[src/rtl/ffha_pkg.sv]
// Package for the first-fit hole allocator.
// Holds default sizes, command, status and register codes, and the field write-enable type.
// No dependencies.
package ffha_pkg;

  localparam int DEF_HOLE_COUNT = 32;
  localparam int DEF_ADDR_BITS  = 20;

  localparam int STATUS_W  = 3;
  localparam int CFG_IDX_W = 1;

  localparam logic CMD_ALLOC = 1'b0;
  localparam logic CMD_FREE  = 1'b1;

  localparam logic [CFG_IDX_W-1:0] REG_HEAP_BEGIN = 1'b0;
  localparam logic [CFG_IDX_W-1:0] REG_HEAP_END   = 1'b1;

  localparam logic [STATUS_W-1:0] ST_OK        = 3'd0;
  localparam logic [STATUS_W-1:0] ST_ZERO_SIZE = 3'd1;
  localparam logic [STATUS_W-1:0] ST_NO_SPACE  = 3'd2;
  localparam logic [STATUS_W-1:0] ST_NO_DESC   = 3'd3;
  localparam logic [STATUS_W-1:0] ST_NOT_FOUND = 3'd4;

  // per-field write enables of a descriptor entry
  typedef struct packed {
    logic start;
    logic length;
    logic link;
  } fld_we_t;

endpackage

[src/rtl/ffha_mem.sv]
// Descriptor table: start, length and link of every hole, one synchronous memory.
// One write port with per-field enables, one read port with registered data.
// Depends on ffha_pkg.
module ffha_mem #(
  parameter int HOLE_COUNT = ffha_pkg::DEF_HOLE_COUNT,
  parameter int ADDR_BITS  = ffha_pkg::DEF_ADDR_BITS,
  parameter int AW         = $clog2(HOLE_COUNT),
  parameter int IW         = $clog2(HOLE_COUNT + 1)
) (
  input  logic                 clk,
  input  ffha_pkg::fld_we_t    wr_we,
  input  logic [AW-1:0]        wr_idx,
  input  logic [ADDR_BITS-1:0] wr_start,
  input  logic [ADDR_BITS:0]   wr_len,
  input  logic [IW-1:0]        wr_link,
  input  logic                 rd_en,
  input  logic [AW-1:0]        rd_idx,
  output logic [ADDR_BITS-1:0] rd_start,
  output logic [ADDR_BITS:0]   rd_len,
  output logic [IW-1:0]        rd_link
);
  import ffha_pkg::*;

  logic [ADDR_BITS-1:0] mem_start [HOLE_COUNT];
  logic [ADDR_BITS:0]   mem_len   [HOLE_COUNT];
  logic [IW-1:0]        mem_link  [HOLE_COUNT];

  always_ff @(posedge clk) begin
    if (wr_we.start) begin
      mem_start[wr_idx] <= wr_start;
    end
    if (wr_we.length) begin
      mem_len[wr_idx] <= wr_len;
    end
    if (wr_we.link) begin
      mem_link[wr_idx] <= wr_link;
    end
  end

  always_ff @(posedge clk) begin
    if (rd_en) begin
      rd_start <= mem_start[rd_idx];
      rd_len   <= mem_len[rd_idx];
      rd_link  <= mem_link[rd_idx];
    end
  end

endmodule

[src/rtl/ffha_ctrl.sv]
// Command sequencer: list heads, break pointer, and the list walks over the descriptor table.
// Reads, modifies and writes back entries of ffha_mem.
// Depends on ffha_pkg.
module ffha_ctrl #(
  parameter int HOLE_COUNT = ffha_pkg::DEF_HOLE_COUNT,
  parameter int ADDR_BITS  = ffha_pkg::DEF_ADDR_BITS,
  parameter int AW         = $clog2(HOLE_COUNT),
  parameter int IW         = $clog2(HOLE_COUNT + 1)
) (
  input  logic                          clk,
  input  logic                          rst,
  input  logic                          start,
  input  logic                          command,
  input  logic [ADDR_BITS:0]            alloc_size,
  input  logic [ADDR_BITS-1:0]          free_address,
  input  logic                          bp_load,
  input  logic [ADDR_BITS-1:0]          heap_begin,
  input  logic [ADDR_BITS:0]            heap_end,
  output logic                          busy,
  output logic                          done,
  output logic [ADDR_BITS-1:0]          block_address,
  output logic [ffha_pkg::STATUS_W-1:0] status,
  output logic                          merged,
  output ffha_pkg::fld_we_t             wr_we,
  output logic [AW-1:0]                 wr_idx,
  output logic [ADDR_BITS-1:0]          wr_start,
  output logic [ADDR_BITS:0]            wr_len,
  output logic [IW-1:0]                 wr_link,
  output logic                          rd_en,
  output logic [AW-1:0]                 rd_idx,
  input  logic [ADDR_BITS-1:0]          rd_start,
  input  logic [ADDR_BITS:0]            rd_len,
  input  logic [IW-1:0]                 rd_link
);
  import ffha_pkg::*;

  localparam int SW = ADDR_BITS + 2;
  localparam logic [IW-1:0] NIL = IW'(HOLE_COUNT);

  typedef enum logic [3:0] {
    S_CLEAR, S_IDLE, S_AWALK, S_ACHK, S_POPS, S_PUSHU,
    S_FWALK, S_FCHK, S_FDEC, S_MWALK, S_MCHK, S_FSPARE
  } state_t;

  state_t               state;
  logic [AW-1:0]        clr;
  logic [IW-1:0]        cur, prev, steps, hit;
  logic [IW-1:0]        free_head, used_head, spare_head;
  logic [ADDR_BITS-1:0] bp, where, base, st;
  logic [ADDR_BITS:0]   size, ln;
  logic                 brk;

  logic [SW-1:0] sum_bp, limit;
  logic          brk_ok, walk_end, fit, exact, m_tail, m_head, to_bp;

  assign busy     = (state != S_IDLE);
  assign walk_end = (cur == NIL) || (steps == IW'(HOLE_COUNT));
  assign sum_bp   = SW'(bp) + SW'(size);
  assign limit    = (heap_end != '0) ? SW'(heap_end) : (SW'(1) << ADDR_BITS);
  assign brk_ok   = !(sum_bp > limit) && !(sum_bp > SW'({ADDR_BITS{1'b1}}));
  assign fit      = (rd_len >= size);
  assign exact    = (rd_len == size);
  assign m_tail   = (SW'(rd_start) + SW'(rd_len)) == SW'(st);
  assign m_head   = (SW'(st) + SW'(ln)) == SW'(rd_start);
  assign to_bp    = (SW'(st) + SW'(ln)) == SW'(bp);

  always_comb begin
    wr_we    = '0;
    wr_idx   = cur[AW-1:0];
    wr_start = '0;
    wr_len   = '0;
    wr_link  = NIL;
    rd_en    = 1'b0;
    rd_idx   = cur[AW-1:0];
    case (state)
      S_CLEAR: begin
        wr_we   = '{start: 1'b1, length: 1'b1, link: 1'b1};
        wr_idx  = clr;
        wr_link = (clr == '0) ? NIL : IW'(clr) - IW'(1);
      end
      S_AWALK, S_FWALK: begin
        if (!walk_end) begin
          rd_en = 1'b1;
        end else if (state == S_AWALK && brk_ok && spare_head != NIL) begin
          rd_en  = 1'b1;
          rd_idx = spare_head[AW-1:0];
        end
      end
      S_ACHK: begin
        if (fit && exact && prev != NIL) begin
          wr_we.link = 1'b1;
          wr_idx     = prev[AW-1:0];
          wr_link    = rd_link;
        end else if (fit && !exact && spare_head != NIL) begin
          // shrink the hole, fetch the spare descriptor for the given-out part
          wr_we.start  = 1'b1;
          wr_we.length = 1'b1;
          wr_start     = rd_start + size[ADDR_BITS-1:0];
          wr_len       = rd_len - size;
          rd_en        = 1'b1;
          rd_idx       = spare_head[AW-1:0];
        end
      end
      S_POPS: begin
        wr_we    = '{start: 1'b1, length: 1'b1, link: 1'b1};
        wr_idx   = spare_head[AW-1:0];
        wr_start = base;
        wr_len   = size;
        wr_link  = used_head;
      end
      S_PUSHU: begin
        wr_we.link = 1'b1;
        wr_idx     = hit[AW-1:0];
        wr_link    = used_head;
      end
      S_FCHK: begin
        if (rd_start == where && prev != NIL) begin
          wr_we.link = 1'b1;
          wr_idx     = prev[AW-1:0];
          wr_link    = rd_link;
        end
      end
      S_FDEC, S_FSPARE: begin
        if (state == S_FSPARE || to_bp) begin
          wr_we.link = 1'b1;
          wr_idx     = hit[AW-1:0];
          wr_link    = spare_head;
        end
      end
      S_MWALK: begin
        if (walk_end) begin
          wr_we.link = 1'b1;
          wr_idx     = hit[AW-1:0];
          wr_link    = free_head;
        end else begin
          rd_en = 1'b1;
        end
      end
      S_MCHK: begin
        if (m_tail) begin
          wr_we.length = 1'b1;
          wr_len       = rd_len + ln;
        end else if (m_head) begin
          wr_we.start  = 1'b1;
          wr_we.length = 1'b1;
          wr_start     = rd_start - ln[ADDR_BITS-1:0];
          wr_len       = rd_len + ln;
        end
      end
      default: begin
      end
    endcase
  end

  always_ff @(posedge clk) begin
    if (rst) begin
      state         <= S_CLEAR;
      clr           <= '0;
      free_head     <= NIL;
      used_head     <= NIL;
      spare_head    <= IW'(HOLE_COUNT - 1);
      bp            <= '0;
      done          <= 1'b0;
      block_address <= '0;
      status        <= ST_OK;
      merged        <= 1'b0;
    end else begin
      done <= 1'b0;
      case (state)
        S_CLEAR: begin
          clr <= clr + AW'(1);
          if (clr == AW'(HOLE_COUNT - 1)) begin
            state <= S_IDLE;
          end
        end
        S_IDLE: begin
          if (start) begin
            size  <= alloc_size;
            where <= free_address;
            prev  <= NIL;
            steps <= '0;
            if (command == CMD_FREE) begin
              cur   <= used_head;
              state <= S_FWALK;
            end else if (alloc_size == '0) begin
              done          <= 1'b1;
              block_address <= '0;
              status        <= ST_ZERO_SIZE;
              merged        <= 1'b0;
            end else begin
              cur   <= free_head;
              state <= S_AWALK;
            end
          end
        end
        S_AWALK: begin
          if (!walk_end) begin
            state <= S_ACHK;
          end else if (!brk_ok || spare_head == NIL) begin
            done          <= 1'b1;
            block_address <= '0;
            status        <= brk_ok ? ST_NO_DESC : ST_NO_SPACE;
            merged        <= 1'b0;
            state         <= S_IDLE;
          end else begin
            base  <= bp;
            brk   <= 1'b1;
            state <= S_POPS;
          end
        end
        S_ACHK: begin
          if (fit) begin
            base <= rd_start;
            hit  <= cur;
            brk  <= 1'b0;
            if (exact) begin
              if (prev == NIL) begin
                free_head <= rd_link;
              end
              state <= S_PUSHU;
            end else if (spare_head == NIL) begin
              done          <= 1'b1;
              block_address <= '0;
              status        <= ST_NO_DESC;
              merged        <= 1'b0;
              state         <= S_IDLE;
            end else begin
              state <= S_POPS;
            end
          end else begin
            prev  <= cur;
            cur   <= rd_link;
            steps <= steps + IW'(1);
            state <= S_AWALK;
          end
        end
        S_POPS: begin
          spare_head <= rd_link;
          used_head  <= spare_head;
          if (brk) begin
            bp <= bp + size[ADDR_BITS-1:0];
          end
          done          <= 1'b1;
          block_address <= base;
          status        <= ST_OK;
          merged        <= 1'b0;
          state         <= S_IDLE;
        end
        S_PUSHU: begin
          used_head     <= hit;
          done          <= 1'b1;
          block_address <= base;
          status        <= ST_OK;
          merged        <= 1'b0;
          state         <= S_IDLE;
        end
        S_FWALK: begin
          if (walk_end) begin
            done          <= 1'b1;
            block_address <= '0;
            status        <= ST_NOT_FOUND;
            merged        <= 1'b0;
            state         <= S_IDLE;
          end else begin
            state <= S_FCHK;
          end
        end
        S_FCHK: begin
          if (rd_start == where) begin
            hit <= cur;
            st  <= rd_start;
            ln  <= rd_len;
            if (prev == NIL) begin
              used_head <= rd_link;
            end
            state <= S_FDEC;
          end else begin
            prev  <= cur;
            cur   <= rd_link;
            steps <= steps + IW'(1);
            state <= S_FWALK;
          end
        end
        S_FDEC: begin
          if (to_bp) begin
            // block ends at the break: give it back
            bp            <= bp - ln[ADDR_BITS-1:0];
            spare_head    <= hit;
            done          <= 1'b1;
            block_address <= '0;
            status        <= ST_OK;
            merged        <= 1'b1;
            state         <= S_IDLE;
          end else begin
            cur   <= free_head;
            steps <= '0;
            state <= S_MWALK;
          end
        end
        S_MWALK: begin
          if (walk_end) begin
            free_head     <= hit;
            done          <= 1'b1;
            block_address <= '0;
            status        <= ST_OK;
            merged        <= 1'b0;
            state         <= S_IDLE;
          end else begin
            state <= S_MCHK;
          end
        end
        S_MCHK: begin
          if (m_tail || m_head) begin
            state <= S_FSPARE;
          end else begin
            cur   <= rd_link;
            steps <= steps + IW'(1);
            state <= S_MWALK;
          end
        end
        S_FSPARE: begin
          spare_head    <= hit;
          done          <= 1'b1;
          block_address <= '0;
          status        <= ST_OK;
          merged        <= 1'b1;
          state         <= S_IDLE;
        end
        default: begin
          state <= S_IDLE;
        end
      endcase
      if (bp_load) begin
        bp <= heap_begin;
      end
    end
  end

endmodule

[src/rtl/first_fit_hole_allocator.sv]
// First-fit hole allocator, top level: configuration registers, sequencer and descriptor table.
// Allocate walks the free holes first fit, else moves the break; free walks the used entries,
// then gives the block back at the break, merges it into a free neighbor, or chains it as a hole.
// Zero size answers straight from idle; one transaction at a time. Reset (synchronous) runs a
// pass that chains all descriptors as spares with busy high.
// The one-cycle result strobe comes in the first idle cycle.
module first_fit_hole_allocator #(
  parameter int HOLE_COUNT = ffha_pkg::DEF_HOLE_COUNT,
  parameter int ADDR_BITS  = ffha_pkg::DEF_ADDR_BITS
) (
  input  logic                           clk,
  input  logic                           rst,
  input  logic                           start,
  output logic                           busy,
  input  logic                           command,
  input  logic [ADDR_BITS:0]             alloc_size,
  input  logic [ADDR_BITS-1:0]           free_address,
  output logic                           done,
  output logic [ADDR_BITS-1:0]           block_address,
  output logic [ffha_pkg::STATUS_W-1:0]  status,
  output logic                           merged,
  input  logic                           cfg_write,
  input  logic [ffha_pkg::CFG_IDX_W-1:0] cfg_index,
  input  logic [ADDR_BITS:0]             cfg_data
);
  import ffha_pkg::*;

  localparam int AW = $clog2(HOLE_COUNT);
  localparam int IW = $clog2(HOLE_COUNT + 1);

  logic [ADDR_BITS:0]   heap_end;
  logic                 bp_load;

  fld_we_t              wr_we;
  logic [AW-1:0]        wr_idx, rd_idx;
  logic [ADDR_BITS-1:0] wr_start, rd_start;
  logic [ADDR_BITS:0]   wr_len, rd_len;
  logic [IW-1:0]        wr_link, rd_link;
  logic                 rd_en;

  // heap begin only reloads the break, so it needs no register of its own
  assign bp_load = cfg_write && (cfg_index == REG_HEAP_BEGIN);

  always_ff @(posedge clk) begin
    if (rst) begin
      heap_end   <= '0;
    end else if (cfg_write) begin
      case (cfg_index)
        REG_HEAP_END:   heap_end   <= cfg_data;
        default: begin
        end
      endcase
    end
  end

  ffha_ctrl #(
    .HOLE_COUNT(HOLE_COUNT),
    .ADDR_BITS (ADDR_BITS)
  ) u_ctrl (
    .clk          (clk),
    .rst          (rst),
    .start        (start),
    .command      (command),
    .alloc_size   (alloc_size),
    .free_address (free_address),
    .bp_load      (bp_load),
    .heap_begin   (cfg_data[ADDR_BITS-1:0]),
    .heap_end     (heap_end),
    .busy         (busy),
    .done         (done),
    .block_address(block_address),
    .status       (status),
    .merged       (merged),
    .wr_we        (wr_we),
    .wr_idx       (wr_idx),
    .wr_start     (wr_start),
    .wr_len       (wr_len),
    .wr_link      (wr_link),
    .rd_en        (rd_en),
    .rd_idx       (rd_idx),
    .rd_start     (rd_start),
    .rd_len       (rd_len),
    .rd_link      (rd_link)
  );

  ffha_mem #(
    .HOLE_COUNT(HOLE_COUNT),
    .ADDR_BITS (ADDR_BITS)
  ) u_mem (
    .clk     (clk),
    .wr_we   (wr_we),
    .wr_idx  (wr_idx),
    .wr_start(wr_start),
    .wr_len  (wr_len),
    .wr_link (wr_link),
    .rd_en   (rd_en),
    .rd_idx  (rd_idx),
    .rd_start(rd_start),
    .rd_len  (rd_len),
    .rd_link (rd_link)
  );

endmodule

[config.mk]
export PLATFORM = sky130hd
export DESIGN_NAME = first_fit_hole_allocator
export DESIGN_NICKNAME = d
export VERILOG_FILES = /design/src/rtl/ffha_pkg.sv /design/src/rtl/ffha_mem.sv /design/src/rtl/ffha_ctrl.sv /design/src/rtl/first_fit_hole_allocator.sv
export SDC_FILE = /design/constraint.sdc
export NUM_CORES = 2
export LEC_CHECK = 0
export BUFFER_PORTS_ARGS = -buffer_cell sky130_fd_sc_hd__clkbuf_2
export CORE_MARGIN = 10
export CORE_UTILIZATION = 50
export DETAILED_ROUTE_END_ITERATION = 7
export PLACE_DENSITY = 0.66
export SYNTH_ARGS = -nofsm -noshare
export SYNTH_HDL_FRONTEND = slang
export SYNTH_SLANG_ARGS = --single-unit
[constraint.sdc]
create_clock -name clk -period 18 [get_ports clk]
set_input_delay 0.9 -clock clk [delete_from_list [all_inputs] [get_ports clk]]
set_output_delay 0.9 -clock clk [all_outputs]
set_load 0.005 [all_outputs]
After elaboration in Yosys (flattened, before gate mapping)
Memory sizes are Yosys's and may differ from the RTL's. A register that Yosys moved wholly into a read port is not among the register bits.
Cells that the tools add are included.
{"block": "totals", "input_bits": 68, "mem_count": 3, "reg_bits": 220, "word_cells": 295, "ramBits": 1504}
{"block": "op_classes", "add_sub_neg": 12, "reduce_logical": 53, "order_cmp": 3, "n_eq_ne": 49, "bitwise": 2, "muxes": 152}
{"memory": "u_mem.mem_len", "words": 32, "word_bits": 21, "read_ports": 1, "rd_clocked_by_memory_dff": 1, "wr": 1, "line": "ffha_mem.sv:25", "text": "logic [ADDR_BITS:0] mem_len [HOLE_COUNT];"}
{"memory": "u_mem.mem_start", "words": 32, "word_bits": 20, "read_ports": 1, "rd_clocked_by_memory_dff": 1, "wr": 1, "line": "ffha_mem.sv:24", "text": "logic [ADDR_BITS-1:0] mem_start [HOLE_COUNT];"}
{"memory": "u_mem.mem_link", "words": 32, "word_bits": 6, "read_ports": 1, "rd_clocked_by_memory_dff": 1, "wr": 1, "line": "ffha_mem.sv:26", "text": "logic [IW-1:0] mem_link [HOLE_COUNT];"}
{"cell": "2-to-1 mux 20 bit", "n": 20}
{"cell": "2-to-1 mux 6 bit", "n": 28}
{"cell": "case mux 20 bit (7 select lines)", "n": 1}
{"cell": "2-to-1 mux 21 bit", "n": 5}
{"cell": "case mux 20 bit (2 select lines)", "n": 2}
{"cell": "adder 20 x 21 -> 22 bit", "n": 3}
{"cell": "equality test 22 x 20 -> 1 bit", "n": 3}
{"cell": "case mux 21 bit (3 select lines)", "n": 1}
{"cell": "case mux 20 bit (3 select lines)", "n": 1}
{"cell": "case mux 6 bit (5 select lines)", "n": 2}
{"cell": "case mux 6 bit (3 select lines)", "n": 3}
{"cell": "2-to-1 mux 3 bit", "n": 14}
{"cell": "adder 20 bit", "n": 2}
{"cell": "2-to-1 mux 1 bit", "n": 40}
{"cell": "2-to-1 mux 4 bit", "n": 10}
{"cell": "2-to-1 mux 5 bit", "n": 8}
{"cell": "subtractor 20 bit", "n": 2}
{"cell": "case mux 4 bit (9 select lines)", "n": 1}
{"cell": "case mux 6 bit (6 select lines)", "n": 1}
{"cell": "case mux 5 bit (7 select lines)", "n": 1}
{"cell": "inequality test 2 x 1 -> 1 bit (second input constant)", "n": 13}
{"cell": "equality test 6 bit (second input constant)", "n": 4}
{"cell": "case mux 6 bit (2 select lines)", "n": 2}
{"cell": "> comparator 22 x 20 -> 1 bit (second input constant)", "n": 1}
{"cell": "50 further kinds", "n": 103}

Depth between registers and ports, before layout
{"block": "depth", "ltp_word": 10, "mapped_depth": 30, "depth_no_buf": 26}

Cells and area by module
Synthesis repeated with hierarchy kept, for this count alone.
{"block": "unflattened", "cells_unflattened": 5813, "hier_area_um2": 80888.8}
{"mod": "ffha_mem", "instances": 1, "area_each_um2": 60563.1, "seq_area_each_um2": 46574.7, "cells_per_inst": 3408}
{"mod": "ffha_ctrl", "instances": 1, "area_each_um2": 19312.3, "seq_area_each_um2": 5255.0, "cells_per_inst": 2308}
{"mod": "first_fit_hole_allocator", "instances": 1, "area_each_um2": 1013.5, "seq_area_each_um2": 420.4, "cells_per_inst": 97}

Worst setup path before layout
Ideal clock, no wire load.
{"block": "synth_path", "path_type": "register to register", "startpoint": "register u_ctrl.size[0]", "endpoint": "register u_mem.rd_len[0] (read register of u_mem.mem_len) (enable)", "stages_incl_launch_ff": 21, "slack_ns": 10.336, "arrival_time_ns": 7.148, "synth_period_minus_slack_ns": 7.664, "setup_time_ns": 0.517, "required_ns": 17.483, "path_cell_list": "edfxtp_1 -> ha_1 -> fa_1 -> a211oi_1 -> nor2_1 -> o31ai_2 -> o22ai_1 -> a41o_1 -> a21o_1 -> a21oi_1 -> xnor2_1 -> ha_1 -> nand4_1 -> nor4_1 -> nand2_1 -> o21ai_0 -> a41o_1 -> nand2_1 -> nor2_1 -> nor2_1 -> o21ai_0"}
{"block": "synth_via", "elab_chain_cells": 9, "word_cells_on_any_way": 25, "classes_between": "add/sub (1); order compare (3); eq/ne (1); mux (10); reduce/logical (10)"}
{"item": "start: declaration", "line": "ffha_ctrl.sv:50", "text": "logic [ADDR_BITS:0] size, ln;"}
{"item": "start signal: assignment", "line": "ffha_ctrl.sv:178", "text": "size <= alloc_size;"}
{"item": "adder 20 x 21 -> 22 bit", "line": "ffha_ctrl.sv:58", "text": "assign sum_bp = SW'(bp) + SW'(size);"}
{"item": "> comparator 22 bit or > comparator 22 x 20 -> 1 bit (tied branches)", "line": "ffha_ctrl.sv:60", "text": "assign brk_ok = !(sum_bp > limit) && !(sum_bp > SW'({ADDR_BITS{1'b1}}));"}
{"item": "zero test 1 bit", "line": "ffha_ctrl.sv:60"}
{"item": "logical AND 1 bit", "line": "ffha_ctrl.sv:60"}
{"item": "logical AND 1 bit (2 in series)", "line": "ffha_ctrl.sv:84", "text": "end else if (state == S_AWALK && brk_ok && spare_head != NIL) begin"}
{"item": "2-to-1 mux 1 bit", "line": "ffha_ctrl.sv:84"}
{"item": "2-to-1 mux 1 bit", "line": "ffha_ctrl.sv:82", "text": "if (!walk_end) begin"}
{"item": "case mux 1 bit (3 select lines) *", "line": "ffha_ctrl.sv:75", "text": "case (state)"}
{"item": "via rd_en", "line": "first_fit_hole_allocator.sv:39", "text": "logic rd_en;"}
{"item": "end: declaration", "line": "ffha_mem.sv:19", "text": "output logic [ADDR_BITS:0] rd_len,"}
Mark *: on every way through the listed nets, which the timed path passes. The rest lies on a longest branch.
A chain may end at the register's enable or synchronous reset.

Worst setup path in the final report
{"block": "layout_path", "startpoint": "register u_ctrl.size[0]", "endpoint": "register u_mem.rd_len[15] (read register of u_mem.mem_len), data pin"}
{"block": "layout_via", "elab_chain_cells": 9, "word_cells_on_any_way": 25, "classes_between": "add/sub (1); order compare (3); eq/ne (1); mux (10); reduce/logical (10)"}
{"item": "adder 20 x 21 -> 22 bit", "line": "ffha_ctrl.sv:58"}
{"item": "> comparator 22 bit or > comparator 22 x 20 -> 1 bit (tied branches)", "line": "ffha_ctrl.sv:60"}
{"item": "zero test 1 bit", "line": "ffha_ctrl.sv:60"}
{"item": "logical AND 1 bit", "line": "ffha_ctrl.sv:60"}
{"item": "logical AND 1 bit (2 in series)", "line": "ffha_ctrl.sv:84"}
{"item": "2-to-1 mux 1 bit or 2-to-1 mux 5 bit (tied branches)", "line": "ffha_ctrl.sv:84"}
{"item": "2-to-1 mux 1 bit or 2-to-1 mux 5 bit (tied branches)", "line": "ffha_ctrl.sv:82"}
{"item": "case mux 1 bit (3 select lines) or case mux 5 bit (2 select lines) (tied branches)", "line": "ffha_ctrl.sv:75"}
Parallel ways exist; a longest one is shown, timed or not.

==> impl_metrics.json <==
{
  "die_w_um": 420,
  "finalSetupViolations": 0,
  "clk_latency_ps": 860,
  "startpoint_type": "flip-flop",
  "combPwrFrac_pct": 2.2,
  "synth_top_cells_by_count": "edfxtp_1, nand2_1, mux2i_1",
  "hpwl_mm": 158,
  "antenna_found_initial": 7,
  "grt_use_met1_pct": 39.5,
  "cp_max_fo": 73,
  "clk_pin_slew_ps": 60,
  "worst-endpoint-arrival_ps": 10170,
  "seqPwrFrac_pct": 54.2,
  "cp.required_ps": 18510,
  "grt_use_met3_pct": 5.68,
  "busiest_layer": "met2",
  "drive_gt1_share_pct": 11.1,
  "grt_usage_pct": 27.6,
  "via_count": 54963,
  "fin_nets": 6542,
  "dp_cells": 8171,
  "first_pass_iters": 7,
  "synth_top_area_share_pct": 63.1,
  "synth_fp_nets": 6405,
  "outcome": "finished clean",
  "synth_edf_count": 1678,
  "yosysSeqAreaShare_pct": 65.5,
  "syn_to_final_growth_pct": 12.2,
  "power.leakage_nw": 30.5,
  "grt.overflow.total": 0,
  "avgSynthCellArea_sq_um": 13.0,
  "finalCritPeriodShare_pct": 53.7,
  "clock_path_buffers": 3,
  "remaining_drc_errors": 0,
  "ys_seq_elements": 1771,
  "clkPwrFrac_pct": 43.5,
  "ios": 94,
  "cts_hold_repair.buffers": 0,
  "ys.flop_type": "edfxtp_1",
  "ys_warn_count": 0,
  "cts_setup_buffers": 0,
  "crit_type": "reg2reg",
  "tns_ps": 0,
  "cts_buffers": 179,
  "die_y_um": 420,
  "synth_cell_types": 96,
  "post_dp_cell_area_sq_mm": 0.0838,
  "p_total_mw": 8.33,
  "rsz0062_at_grt": "no",
  "cap_viol_max_count": 0,
  "grt_util_met2_pct": 41.6,
  "cts_sinks": 1771,
  "grt_start_max_net_pins": 135,
  "clock_skew_ps": 72.6,
  "p_per_area_mw_per_mm2": 93.0,
  "ctsResizeCount": 0,
  "cellInternalPower_mw": 6.57,
  "drt_iter0_markers": 7734,
  "core_region_area_sq_mm": 0.159,
  "yosysTopAreaCell": "edfxtp_1",
  "htreeDepth": 4,
  "hp-class": "in2reg",
  "io_buffers": 93,
  "vdd_drop_max_mv": 0.0923,
  "synthesis.area_sq_mm": 0.0798,
  "ant_nets": 0,
  "wl_per_cell_um": 29.4,
  "synth.most_common_cell": "edfxtp_1",
  "stdcell_count": 8498,
  "fmax_mhz": 103,
  "cts_tree": "done",
  "grt_pass1_wl_mm": 358,
  "worst_pin_slew_ps": 1370,
  "netlist_instances": 6144,
  "vias_per_cell": 6.47,
  "routed_wirelength_mm": 250,
  "hold_viol": 0,
  "cts_root_buf": "clkbuf_16",
  "report.final.slew_viol_count": 0,
  "die_area_sq_mm": 0.176,
  "synth.area.top_cells": "edfxtp_1, mux2i_1, nand2_1",
  "swShare_pct": 21.1,
  "worst_hold_slack_ps": 220,
  "p_switching_mw": 1.76,
  "worstSetupEndpointType": "flip-flop",
  "relSlewSlack_pct": 8.72,
  "initial_core_util_pct": 50.3,
  "fin_area_sq_mm": 0.0895,
  "grt_pass1_vias": 51339,
  "gp_congestion": 1.00,
  "layout_min_cycle_time_ps": 9670,
  "ys_async_sr_fraction_pct": 0,
  "row_count": 146
}
## worst paths after layout
kind	from	slack (ps)	cells past startpoint	to
max	u_ctrl.size[0]$_DFFE_PP_	8330	26	u_mem.rd_len[15]$_DFFE_PP_
min	free_address[15]	220	1	u_ctrl.where[15]$_DFFE_PP_
max reg2reg	u_ctrl.size[0]$_DFFE_PP_	8330	26	u_mem.rd_len[15]$_DFFE_PP_
min reg2reg	heap_end[20]$_SDFFE_PP0P_	480	2	heap_end[20]$_SDFFE_PP0P_
## cell type report
type,instances,area [sq um]
fillers,12722,69000
flip-flops and latches,1771,52300
clock buffers,229,4700
diodes,1,2.50
clock inverters,96,1030
well taps,2072,2590
repair buffers,294,2010
multi-input cells,3916,26500
inverters,119,447
## logic make-up (layout without fill, tap and decap cells)
logic type / Yosys count / after routing / share of synthesized area [%]
compound gates: 1170 / 1170 / 10.5
fa+ha+maj: 193 / 193 / 3.10
other cells: 0 / 1 / 0
mux: 473 / 473 / 5.96
flops: 1771 / 1771 / 65.5
buf+inv: 457 / 738 / 2.29
xor+xnor: 231 / 231 / 2.57
simple gates: 1849 / 1849 / 10.2
## power groups by stage
stage	Clock [mW]	Sequential, mW	Combinational, mW
after floorplan	0	4.60	0.110
after global placement	0	4.60	0.181
after detailed placement	0	4.60	0.182
after CTS	3.66	4.52	0.184
after global routing	3.83	4.52	0.202
final	3.63	4.52	0.187
## critical path, stage by stage, from the launching register on
cell and delay, ps:
edfxtp_1 500, ha_1 300, fa_1 440, a211oi_1 250
nor2_1 110, o31ai_2 340, o22ai_1 250, a41o_1 330
a21o_1 180, a21oi_1 170, xnor2_1 90, ha_1 290
nand4_1 130, nor4_1 370, o31ai_1 150, a41o_1 340
nor3b_1 220, a22oi_4 580, mux2i_4 320, buf_4 600
buf_4 720, buf_4 770, buf_4 910, mux2i_1 290
o221ai_1 170, a31oi_1 240, a211oi_1 100
## state kept, by name, indices dropped and copies added, names as in the netlist, 20 cells and up
name	flops
u_ctrl.size	21
u_mem.rd_len	21
u_ctrl.ln	21
heap_end	21
u_mem.rd_start	20
u_ctrl.st	20
u_mem.mem_len	672
u_ctrl.where	20
u_ctrl.bp	20
u_ctrl.base	20
u_mem.mem_start	640
u_mem.mem_link	192
u_ctrl.block_address	20
## through the flow
step | util (%) | worst slack [ps]
5_1_grt | 56.5 | 7680
3_3_place_gp | 52.8 | 8510
2_1_floorplan | - | 10340
3_5_place_dp | 52.8 | 8450
6_report | 56.5 | 8330
4_1_cts | 56.5 | 8430
## routing by layer
layer	vias to the layer above	routed length [um]
met5	-	40
met4	6	9490
met3	497	27500
met2	3168	111000
met1	27491	102000
li1	23801	-
## cell usage in the layout, fill, tap and decap left out, drive strengths merged, types with 32 or more instances in the layout
cell and count:
a31oi 64, o221ai 53, inv 127, and3 32, nand2 965, xnor2 141
buf 202, dfxtp 93, mux2i 464, clkinv 71, edfxtp 1678, ha 185
a21oi 289, a32oi 236, a22oi 65, a21o 54, nand3 247, nor2 245
o21ai 118, a211oi 97, xor2 88, nor3 171, clkbuf 321
Note: power is estimated with default switching activity, not from simulation.
